--- src/rtl/mwce_pkg.sv ---
// Package for the melt wipe column engine: shared types, configuration and
// action codes, the microcode program of the sequencer and small helpers.
// No dependencies.
package mwce_pkg;

  typedef logic [1:0]  action_t;
  typedef logic [0:0]  cfg_idx_t;
  typedef logic [12:0] dim_t;
  typedef logic [3:0]  pc_t;
  typedef logic [3:0]  op_t;
  typedef logic [2:0]  cond_t;

  localparam int SX_W  = 12;
  localparam int RND_W = 8;
  localparam int DIM_W = 13;
  localparam int OFS_W = 9;

  localparam dim_t WIDTH_RESET  = 13'd320;
  localparam dim_t HEIGHT_RESET = 13'd200;

  localparam cfg_idx_t CFG_SCREEN_WIDTH  = 1'd0;
  localparam cfg_idx_t CFG_SCREEN_HEIGHT = 1'd1;

  localparam action_t ACT_SEED  = 2'd0;
  localparam action_t ACT_TICK  = 2'd1;
  localparam action_t ACT_QUERY = 2'd2;

  // Datapath operations, one per control word.
  localparam op_t OP_NOP        = 4'd0;
  localparam op_t OP_ACCEPT     = 4'd1;
  localparam op_t OP_SEED_RD    = 4'd2;
  localparam op_t OP_SEED_WR    = 4'd3;
  localparam op_t OP_DIV_WORM   = 4'd4;
  localparam op_t OP_Q_RD       = 4'd5;
  localparam op_t OP_DIV_ROW    = 4'd6;
  localparam op_t OP_Q_LATCH    = 4'd7;
  localparam op_t OP_TICK_START = 4'd8;
  localparam op_t OP_TICK_STEP  = 4'd9;
  localparam op_t OP_RESULT     = 4'd10;

  // Jump conditions.
  localparam cond_t C_ALWAYS    = 3'd0;
  localparam cond_t C_DISPATCH  = 3'd1;
  localparam cond_t C_SEED_SKIP = 3'd2;
  localparam cond_t C_DIV_DONE  = 3'd3;
  localparam cond_t C_PTR_LAST  = 3'd4;
  localparam cond_t C_OUT_FREE  = 3'd5;

  // Program steps.
  localparam pc_t S_IDLE       = 4'd0;
  localparam pc_t S_SEED_RD    = 4'd1;
  localparam pc_t S_SEED_WR    = 4'd2;
  localparam pc_t S_Q_DIV1     = 4'd3;
  localparam pc_t S_Q_WAIT1    = 4'd4;
  localparam pc_t S_Q_RD       = 4'd5;
  localparam pc_t S_Q_DIV2     = 4'd6;
  localparam pc_t S_Q_LATCH    = 4'd8;
  localparam pc_t S_TICK_START = 4'd9;
  localparam pc_t S_TICK_STEP  = 4'd10;
  localparam pc_t S_RESULT     = 4'd11;

  // When the condition holds the sequencer jumps to target; otherwise it
  // stays on the step if hold is set, or falls through to the next step.
  typedef struct packed {
    op_t   op;
    cond_t cond;
    logic  hold;
    pc_t   target;
  } ctrl_word_t;

  function automatic ctrl_word_t ucode(pc_t pc);
    ctrl_word_t w;
    w = '{op: OP_NOP, cond: C_ALWAYS, hold: 1'b0, target: S_IDLE};
    case (pc)
      S_IDLE:       w = '{op: OP_ACCEPT,     cond: C_DISPATCH,  hold: 1'b1, target: S_IDLE};
      S_SEED_RD:    w = '{op: OP_SEED_RD,    cond: C_SEED_SKIP, hold: 1'b0, target: S_RESULT};
      S_SEED_WR:    w = '{op: OP_SEED_WR,    cond: C_ALWAYS,    hold: 1'b0, target: S_RESULT};
      S_Q_DIV1:     w = '{op: OP_DIV_WORM,   cond: C_ALWAYS,    hold: 1'b0, target: S_Q_WAIT1};
      S_Q_WAIT1:    w = '{op: OP_NOP,        cond: C_DIV_DONE,  hold: 1'b1, target: S_Q_RD};
      S_Q_RD:       w = '{op: OP_Q_RD,       cond: C_ALWAYS,    hold: 1'b0, target: S_Q_DIV2};
      S_Q_DIV2:     w = '{op: OP_DIV_ROW,    cond: C_ALWAYS,    hold: 1'b0, target: S_Q_LATCH};
      S_Q_LATCH:    w = '{op: OP_Q_LATCH,    cond: C_ALWAYS,    hold: 1'b0, target: S_RESULT};
      S_TICK_START: w = '{op: OP_TICK_START, cond: C_ALWAYS,    hold: 1'b0, target: S_TICK_STEP};
      S_TICK_STEP:  w = '{op: OP_TICK_STEP,  cond: C_PTR_LAST,  hold: 1'b1, target: S_RESULT};
      S_RESULT:     w = '{op: OP_RESULT,     cond: C_OUT_FREE,  hold: 1'b1, target: S_IDLE};
      default:      w = '{op: OP_NOP,        cond: C_ALWAYS,    hold: 1'b0, target: S_IDLE};
    endcase
    return w;
  endfunction

  // Entry step of the routine for each action; the unused code goes
  // straight to the result step with zeros.
  function automatic pc_t dispatch(action_t act);
    pc_t p;
    unique case (act)
      ACT_SEED:  p = S_SEED_RD;
      ACT_TICK:  p = S_TICK_START;
      ACT_QUERY: p = S_Q_DIV1;
      default:   p = S_RESULT;
    endcase
    return p;
  endfunction

  // r mod 3 through a reciprocal: floor(r*171/512) equals floor(r/3) for
  // every byte value.
  function automatic logic [1:0] mod3(logic [RND_W-1:0] r);
    logic [15:0] p;
    logic [6:0]  q;
    logic [7:0]  rem;
    p   = {8'b0, r} * 16'd171;
    q   = p[15:9];
    rem = r - 8'({1'b0, q} * 8'd3);
    return rem[1:0];
  endfunction

endpackage

--- src/rtl/mwce_ram.sv ---
// Generic single-write, single-read RAM with a registered read port.
// No dependencies.
module mwce_ram #(
  parameter int WIDTH = 9,
  parameter int DEPTH = 320,
  localparam int AW = (DEPTH > 1) ? $clog2(DEPTH) : 1
) (
  input  logic             clk,
  input  logic             we,
  input  logic [AW-1:0]    waddr,
  input  logic [WIDTH-1:0] wdata,
  input  logic             re,
  input  logic [AW-1:0]    raddr,
  output logic [WIDTH-1:0] rdata
);

  logic [WIDTH-1:0] mem [DEPTH];
  logic [WIDTH-1:0] rdata_r;

  always_ff @(posedge clk) begin
    if (we) begin
      mem[waddr] <= wdata;
    end
    if (re) begin
      rdata_r <= mem[raddr];
    end
  end

  assign rdata = rdata_r;

endmodule

--- src/rtl/mwce_div.sv ---
// Restoring bit-serial divider, one quotient bit per cycle.
// No dependencies; used by the melt wipe column engine for the worm index division.
module mwce_div #(
  parameter int DW = 23,
  parameter int VW = 13
) (
  input  logic          clk,
  input  logic          rst_n,
  input  logic          start,
  input  logic [DW-1:0] dividend,
  input  logic [VW-1:0] divisor,
  output logic          busy,
  output logic [DW-1:0] quotient
);

  localparam int CW = $clog2(DW + 1);

  logic          busy_r;
  logic [CW-1:0] cnt_r;
  logic [VW-1:0] rem_r, rem_nxt;
  logic [DW-1:0] quo_r, quo_nxt;
  logic [VW-1:0] dsr_r;
  logic [VW:0]   shifted, diff;
  logic          fits;

  always_comb begin
    shifted = {rem_r, quo_r[DW-1]};
    diff    = shifted - {1'b0, dsr_r};
    fits    = (shifted >= {1'b0, dsr_r});
    rem_nxt = fits ? diff[VW-1:0] : shifted[VW-1:0];
    quo_nxt = {quo_r[DW-2:0], fits};
  end

  always_ff @(posedge clk) begin
    if (!rst_n) begin
      busy_r <= 1'b0;
      cnt_r  <= '0;
    end else if (start) begin
      busy_r <= 1'b1;
      cnt_r  <= CW'(DW);
    end else if (busy_r) begin
      cnt_r <= cnt_r - 1'b1;
      if (cnt_r == CW'(1)) begin
        busy_r <= 1'b0;
      end
    end
  end

  always_ff @(posedge clk) begin
    if (start) begin
      rem_r <= '0;
      quo_r <= dividend;
      dsr_r <= divisor;
    end else if (busy_r) begin
      rem_r <= rem_nxt;
      quo_r <= quo_nxt;
    end
  end

  assign busy     = busy_r;
  assign quotient = quo_r;

endmodule

--- src/rtl/melt_wipe_column_engine_unit.sv ---
// Top level of the melt wipe column engine: microcoded sequencer, offset RAM
// and serial divider. Depends on mwce_pkg, mwce_ram and mwce_div.
//
// The engine holds one signed drop offset per worm column in a RAM of
// NUM_COLUMNS entries and handles one item at a time; in_ready is high while
// the sequencer waits in its idle step. A seed skips the RAM when its column
// is out of range, a tick streams every RAM entry once through the read and
// write ports, and a query takes the worm index from the bit-serial divider,
// one quotient bit per cycle, while the scaling by LOGICAL_ROWS is a
// reciprocal multiply; the unused action goes straight to the result step.
// The output register lets the next item be accepted while a result still
// waits; a result that finds the register full waits for it to drain. The
// RAM is never cleared: the user must have seeds write every column first;
// the block itself does not enforce this.
module melt_wipe_column_engine_unit #(
  parameter int NUM_COLUMNS  = 320,
  parameter int LOGICAL_ROWS = 200
) (
  input  logic              clk,
  input  logic              rst_n,
  input  logic              in_valid,
  output logic              in_ready,
  input  mwce_pkg::action_t in_action,
  input  logic [8:0]        in_worm_column,
  input  logic [7:0]        in_random_byte,
  input  logic [11:0]       in_screen_column,
  output logic              out_valid,
  input  logic              out_ready,
  output logic              out_done_res,
  output mwce_pkg::dim_t    out_start_row,
  input  logic              cfg_valid,
  output logic              cfg_ready,
  input  mwce_pkg::cfg_idx_t cfg_index,
  input  mwce_pkg::dim_t    cfg_data
);

  import mwce_pkg::*;

  localparam int COL_W   = $clog2(NUM_COLUMNS);
  localparam int NUM_W   = $clog2(NUM_COLUMNS + 1);
  localparam int PROD1_W = SX_W + NUM_W;
  localparam int PROD2_W = RND_W + DIM_W;
  localparam int DIV_W   = PROD1_W;

  // Division by LOGICAL_ROWS is a multiply by its rounded-up reciprocal. The
  // rounding error stays below LOGICAL_ROWS, so with a shift of 29 the
  // quotient is exact for every product of PROD2_W bits.
  localparam int ROW_SHIFT = 29;
  localparam int RECIP_W   = ROW_SHIFT + 1;
  localparam logic [RECIP_W-1:0] ROW_RECIP =
    RECIP_W'(((64'd1 << ROW_SHIFT) + 64'(LOGICAL_ROWS) - 64'd1) / 64'(LOGICAL_ROWS));

  // Configuration registers.
  dim_t width_r, height_r;

  always_ff @(posedge clk) begin
    if (!rst_n) begin
      width_r  <= WIDTH_RESET;
      height_r <= HEIGHT_RESET;
    end else if (cfg_valid) begin
      unique case (cfg_index)
        CFG_SCREEN_WIDTH:  width_r  <= cfg_data;
        CFG_SCREEN_HEIGHT: height_r <= cfg_data;
        default: ;
      endcase
    end
  end

  assign cfg_ready = 1'b1;

  // Sequencer.
  pc_t        pc_r, pc_nxt;
  ctrl_word_t cw;
  logic       take, accept, out_free, seed_skip, ptr_last, div_busy;

  logic [COL_W-1:0] ptr_r;
  logic [8:0]       col_r;
  logic [7:0]       rnd_r;
  logic [11:0]      sx_r;
  logic             res_done_r;
  dim_t             res_row_r;
  logic             out_valid_r, out_done_r;
  dim_t             out_row_r;

  assign cw        = ucode(pc_r);
  assign in_ready  = (cw.op == OP_ACCEPT);
  assign accept    = in_ready && in_valid;
  assign out_free  = !out_valid_r || out_ready;
  assign seed_skip = ({23'b0, col_r} >= 32'(NUM_COLUMNS));
  assign ptr_last  = (ptr_r == COL_W'(NUM_COLUMNS - 1));

  always_comb begin
    unique case (cw.cond)
      C_ALWAYS:    take = 1'b1;
      C_DISPATCH:  take = accept;
      C_SEED_SKIP: take = seed_skip;
      C_DIV_DONE:  take = !div_busy;
      C_PTR_LAST:  take = ptr_last;
      C_OUT_FREE:  take = out_free;
      default:     take = 1'b1;
    endcase
    if (take) begin
      pc_nxt = (cw.cond == C_DISPATCH) ? dispatch(in_action) : cw.target;
    end else if (cw.hold) begin
      pc_nxt = pc_r;
    end else begin
      pc_nxt = pc_r + 1'b1;
    end
  end

  always_ff @(posedge clk) begin
    if (!rst_n) begin
      pc_r <= S_IDLE;
    end else begin
      pc_r <= pc_nxt;
    end
  end

  // Column arithmetic.
  function automatic logic [OFS_W-1:0] seed_value(logic first, logic [7:0] r,
                                                  logic [OFS_W-1:0] prev);
    logic signed [9:0] s;
    logic [1:0]        m;
    m = mod3(r);
    if (first) begin
      s = 10'sd0 - $signed({6'b0, r[3:0]});
    end else begin
      s = $signed({prev[8], prev}) + $signed({8'b0, m}) - 10'sd1;
      if (s < -10'sd15) begin
        s = -10'sd15;
      end else if (s > 10'sd0) begin
        s = 10'sd0;
      end
    end
    return s[OFS_W-1:0];
  endfunction

  function automatic logic [OFS_W-1:0] tick_value(logic [OFS_W-1:0] v);
    logic signed [9:0] v10, lr, dy, s;
    v10 = $signed({v[8], v});
    lr  = $signed(10'(LOGICAL_ROWS));
    s   = v10;
    if (v10 < 10'sd0) begin
      s = v10 + 10'sd1;
    end else if (v10 < lr) begin
      dy = (v10 < 10'sd16) ? v10 + 10'sd1 : 10'sd8;
      s  = v10 + dy;
      if (s >= lr) begin
        s = lr;
      end
    end
    return s[OFS_W-1:0];
  endfunction

  // Datapath.
  logic                       ram_we, ram_re;
  logic [COL_W-1:0]           ram_waddr, ram_raddr;
  logic [OFS_W-1:0]           ram_wdata, ram_rdata;
  logic                       div_start;
  logic [DIV_W-1:0]           div_dividend, div_quot;
  dim_t                       div_divisor;
  logic [COL_W-1:0]           worm_sat;
  logic [7:0]                 vpos;
  logic                       at_floor;
  logic [PROD2_W-1:0]         prod_r;
  logic [PROD2_W+RECIP_W-1:0] row_full;

  assign worm_sat = (div_quot >= DIV_W'(NUM_COLUMNS)) ? COL_W'(NUM_COLUMNS - 1)
                                                      : COL_W'(div_quot);
  assign vpos     = ram_rdata[8] ? 8'd0 : ram_rdata[7:0];
  assign at_floor = ($signed({ram_rdata[8], ram_rdata}) >= $signed(10'(LOGICAL_ROWS)));
  assign row_full = {{RECIP_W{1'b0}}, prod_r} * {{PROD2_W{1'b0}}, ROW_RECIP};

  always_comb begin
    ram_we       = 1'b0;
    ram_waddr    = '0;
    ram_wdata    = '0;
    ram_re       = 1'b0;
    ram_raddr    = '0;
    div_start    = 1'b0;
    div_dividend = '0;
    div_divisor  = '0;
    unique case (cw.op)
      OP_SEED_RD: begin
        ram_re    = 1'b1;
        ram_raddr = (col_r == 9'd0) ? '0 : COL_W'(col_r - 9'd1);
      end
      OP_SEED_WR: begin
        ram_we    = 1'b1;
        ram_waddr = COL_W'(col_r);
        ram_wdata = seed_value(col_r == 9'd0, rnd_r, ram_rdata);
      end
      OP_DIV_WORM: begin
        div_start    = 1'b1;
        div_dividend = DIV_W'(sx_r) * DIV_W'(NUM_COLUMNS);
        div_divisor  = (width_r == '0) ? DIM_W'(1) : width_r;
      end
      OP_Q_RD: begin
        ram_re    = 1'b1;
        ram_raddr = worm_sat;
      end
      OP_TICK_START: begin
        ram_re    = 1'b1;
        ram_raddr = '0;
      end
      OP_TICK_STEP: begin
        // Entry ptr is updated while the next one is read.
        ram_we    = 1'b1;
        ram_waddr = ptr_r;
        ram_wdata = tick_value(ram_rdata);
        ram_re    = !ptr_last;
        ram_raddr = ptr_r + 1'b1;
      end
      default: ;
    endcase
  end

  always_ff @(posedge clk) begin
    if (accept) begin
      col_r <= in_worm_column;
      rnd_r <= in_random_byte;
      sx_r  <= in_screen_column;
    end
    if (cw.op == OP_TICK_START) begin
      ptr_r <= '0;
    end else if (cw.op == OP_TICK_STEP) begin
      ptr_r <= ptr_r + 1'b1;
    end
    if (cw.op == OP_DIV_ROW) begin
      prod_r <= PROD2_W'(vpos) * PROD2_W'(height_r);
    end
  end

  always_ff @(posedge clk) begin
    if (!rst_n) begin
      res_done_r <= 1'b0;
      res_row_r  <= '0;
    end else begin
      if (accept) begin
        res_done_r <= 1'b0;
        res_row_r  <= '0;
      end
      if (cw.op == OP_TICK_START) begin
        res_done_r <= 1'b1;
      end else if (cw.op == OP_TICK_STEP) begin
        res_done_r <= res_done_r & at_floor;
      end
      if (cw.op == OP_Q_LATCH) begin
        res_row_r <= row_full[ROW_SHIFT +: DIM_W];
      end
    end
  end

  // Output register.
  always_ff @(posedge clk) begin
    if (!rst_n) begin
      out_valid_r <= 1'b0;
    end else if ((cw.op == OP_RESULT) && out_free) begin
      out_valid_r <= 1'b1;
    end else if (out_ready) begin
      out_valid_r <= 1'b0;
    end
  end

  always_ff @(posedge clk) begin
    if ((cw.op == OP_RESULT) && out_free) begin
      out_done_r <= res_done_r;
      out_row_r  <= res_row_r;
    end
  end

  assign out_valid     = out_valid_r;
  assign out_done_res  = out_done_r;
  assign out_start_row = out_row_r;

  mwce_ram #(
    .WIDTH(OFS_W),
    .DEPTH(NUM_COLUMNS)
  ) u_ram (
    .clk  (clk),
    .we   (ram_we),
    .waddr(ram_waddr),
    .wdata(ram_wdata),
    .re   (ram_re),
    .raddr(ram_raddr),
    .rdata(ram_rdata)
  );

  mwce_div #(
    .DW(DIV_W),
    .VW(DIM_W)
  ) u_div (
    .clk     (clk),
    .rst_n   (rst_n),
    .start   (div_start),
    .dividend(div_dividend),
    .divisor (div_divisor),
    .busy    (div_busy),
    .quotient(div_quot)
  );

endmodule

--- config.mk ---
export PLATFORM = sky130hd
export DESIGN_NAME = melt_wipe_column_engine_unit
export DESIGN_NICKNAME = d
export VERILOG_FILES = /design/src/rtl/mwce_pkg.sv /design/src/rtl/mwce_ram.sv /design/src/rtl/mwce_div.sv /design/src/rtl/melt_wipe_column_engine_unit.sv
export SDC_FILE = /design/constraint.sdc
export NUM_CORES = 2
export LEC_CHECK = 0
export BUFFER_PORTS_ARGS = -buffer_cell sky130_fd_sc_hd__buf_2
export CAP_MARGIN = 40
export CORE_UTILIZATION = 50
export CTS_CLUSTER_SIZE = 28
export DETAILED_ROUTE_END_ITERATION = 8
export PLACE_DENSITY = 0.68
export SLEW_MARGIN = 5
export SYNTH_ARGS = -nofsm -noshare
export SYNTH_HDL_FRONTEND = slang
export SYNTH_SLANG_ARGS = --single-unit
--- constraint.sdc ---
create_clock -name clk -period 19.27 [get_ports clk]
set_clock_uncertainty 0.2 [all_clocks]
set_input_delay 0.9635 -clock clk [delete_from_list [all_inputs] [get_ports clk]]
set_output_delay 0.9635 -clock clk [all_outputs]
set_load 0.02 [all_outputs]
==> impl_metrics.yaml <==
run_status:
  status: "finished clean"
worst_setup_path:
  startpoint: "rnd_r[0]"
  endpoint: "u_ram.mem[101][3]"
  reg2reg_slack_ns: 10.07
  arrival_ns: 9.54
  r2r_start: "rnd_r[0]"
  cp_slowest_stage_delay_ns: 0.72
  critical_path_class: "reg -> reg"
  reg2regPathDepth: 30
  worst_ep_required_time_ns: 19.61
  worst_path_max_delay_cell: "buf_4"
  crit_top_cell: "ha_1"
  startpoint_type: "register"
  endpoint_kind: "register"
  worstPathMaxFanout: 80
  timing.rr.end: "u_ram.mem[101][3]"
clocking:
  post_cts_resize_count: 0
  root_buffer: "clkbuf_16"
  cts_buffer_depth: 4
  cts_tree: "yes"
  clock_sinks: 3072
  clk_pin_slew_ns: 0.06
  post_cts_buffers: 0
  h-tree-depth: 5
  clock_latency_ns: 0.89
  cts_hold_buf: 0
  cts-buffers-inserted: 318
die:
  row_count: 190
  fp.dieW_um: 523
  die_y_um: 523
  initial_core_util: 0.504
  coreArea_mm2: 0.269
  num_io_pins: 67
  dieArea_mm2: 0.273
logic_synthesis:
  syn_nets: 10803
  synth_top_flop_cell: "edfxtp_1"
  syn_area_per_cell_um2: 13.3
  synth-seq-cells: 3072
  syn_inst: 10177
  async_reset_ff_frac: 0
  synth_area_mm2: 0.136
  seq_area_frac_synth: 0.674
  yosysWarnings: 0
  synth_cell_types: 99
  synth_edf_count: 2987
global_route:
  grt_max_degree: 245
  antenna_found_initial: 19
  grt_pass1_vias: 85084
  track_usage: 0.273
  grt.overflow.total: 0
  grt_pass1_wl_mm: 557
timing:
  period_needed_ns: 9.20
  hold_viol: 0
  finalCritPeriodShare: 0.477
  max_freq_mhz: 109
  rsz0062_at_grt: "no"
  tightest_slew_ns: 1.30
  maxSlewHeadroom: 0.133
  drv_slew: 0
  setup_tns_ns: 0
  setup_viol_count_final: 0
routing:
  drcViolationCount: 0
  num_vias: 87899
  vias_per_cell: 6.20
  wirelength_mm: 378
  routedWlPerCell_um: 26.6
  first_pass_iters: 6
  drtIter0Drc: 11721
  ant_nets: 0
placed_design:
  gp_congestion: 0.890
  dp_hpwl_mm: 234
  portBuffers: 65
layout:
  drive_gt1_frac: 0.106
  fin_nets: 10999
  syn2layout_area_growth_pct: 11.5
  utilization: 0.563
power_and_ir_drop:
  comb_power_share: 0.447
  swShare: 0.408
  ir_drop_uv: 270
  p_leak_nw: 54.6
  switchingPower_mw: 11.2
  seq_power_share: 0.335
  p_int_mw: 16.3
  clkPwrFrac: 0.217
  power_density_mw_per_mm2: 181
worst_hold_path:
  hold_path.class: "in -> reg"
flow_run:
  drv_cap: 0
[routing by layer]
metal / vias to the layer above / wire length (um) / GRT usage
li1: 37909 / - / -
met1: 44026 / 145000 / 0.379
met2: 5121 / 174000 / 0.426
met3: 833 / 41600 / 0.0507
met4: 10 / 17000 / 0.112
met5: - / 69 / 0
[per-stage QoR]
stage	total power, mW	cell area [um2]	cells	hold slack [ns]	worst slack (ns)
detailed placement	21.4	141000	13579	0.222	10.13
CTS	27.4	151000	14145	0.0301	10.07
global placement	21.0	139000	13348	0.216	9.60
finish	27.4	151000	14174	0.0849	10.07
global route	28.8	151000	14172	0.0454	9.49
floorplan	18.0	136000	10177	0.208	0.196
[critical path, delay by kind of cell (launching register included)]
kind | cells | cell delay, ns
xor gates and xnor gates | 5 | 0.72
DFF | 1 | 0.54
buffers and inverters | 6 | 2.02
and+or+nand+nor | 3 | 0.85
AOI/OAI and AO/OA | 7 | 1.32
adders and majority gates | 9 | 3.05
[power by group through the flow]
stage	Clock [mW]	Combinational (mW)	Sequential, mW
2_1_floorplan	0	7.69	10.3
3_3_place_gp	0	11.6	9.35
3_5_place_dp	0	12.1	9.33
4_1_cts	6.00	12.2	9.20
5_1_grt	6.26	13.3	9.22
6_report	5.97	12.3	9.21
[placed cells by master (no fill, tap or decap), types with 37 or more instances in the layout]
| master | count |
|---|---|
| a211oi_1 | 40 |
| inv_1 | 424 |
| a32oi_1 | 47 |
| nor3_1 | 37 |
| ha_1 | 343 |
| a221oi_1 | 38 |
| and3_1 | 180 |
| clkinv_1 | 72 |
| o22ai_1 | 61 |
| a21oi_1 | 253 |
| xnor2_1 | 79 |
| clkbuf_1 | 66 |
| a311oi_1 | 118 |
| a31oi_1 | 160 |
| nor2_1 | 441 |
| o221ai_1 | 88 |
| nand3_1 | 871 |
| clkinv_2 | 53 |
| nand2_1 | 2122 |
| mux2i_1 | 158 |
| fa_1 | 233 |
| edfxtp_1 | 2987 |
| mux4_2 | 114 |
| o21ai_0 | 148 |
| a22oi_1 | 38 |
| clkbuf_16 | 325 |
| dfxtp_1 | 85 |
| buf_4 | 342 |
| buf_2 | 83 |
[layout make-up]
class | instances | area [um2]
fillers | 20987 | 118000
repair buffers | 481 | 3910
multi-input cells | 6074 | 39900
flip-flops and latches | 3072 | 91400
diodes | 3 | 7.51
clock inverters | 171 | 1530
inverters | 426 | 1600
well taps | 3552 | 4440
clock buffers | 395 | 8440
[worst min path at each step]
stage / start / endpoint / slack (ns) / cells after the start
after floorplan: res_row_r[1] / out_start_row[1] / 0.21 / 0
after global placement: res_row_r[7] / out_start_row[7] / 0.22 / 0
after detailed placement: res_row_r[6] / out_start_row[6] / 0.22 / 0
after CTS: in_screen_column[0] / sx_r[0] / 0.03 / 1
after global routing: in_screen_column[0] / sx_r[0] / 0.05 / 1
final: in_screen_column[0] / sx_r[0] / 0.08 / 1
[cell usage after synthesis, drive strengths merged, types with 160 or more instances]
library cell,number,area (um2)
edfxtp,2987,89700
fa,233,4660
nand3,871,4360
inv,424,1590
nand2,2144,8050
buf,384,2190
a21oi,255,1280
clkbuf,221,830
and3,180,1130
a31oi,160,1000
ha,343,4290
nor2,450,1720
[cells by family after synthesis]
kind of cell / count (synthesis) / synth area share
AO/OA/AOI/OAI: 1248 / 0.0647
buffers and inverters: 1031 / 0.0341
XOR/XNOR: 101 / 0.00652
flip-flops: 3072 / 0.674
AND/OR/NAND/NOR: 3870 / 0.124
adder cells (fa/ha/maj): 576 / 0.0660
other: 1 / 0.0000277
multiplexers: 278 / 0.0311
[state kept, by name, summed over array words and instances, names as in the netlist, 12 cells and up]
register / flops
u_ram.mem: 2880
prod_r: 21
u_div.quotient: 21
height_r: 13
out_start_row: 13
res_row_r: 13
u_div.dsr_r: 13
u_div.rem_r: 13
width_r: 13
cw: 12
sx_r: 12
Power figures use the tool's default switching activity.
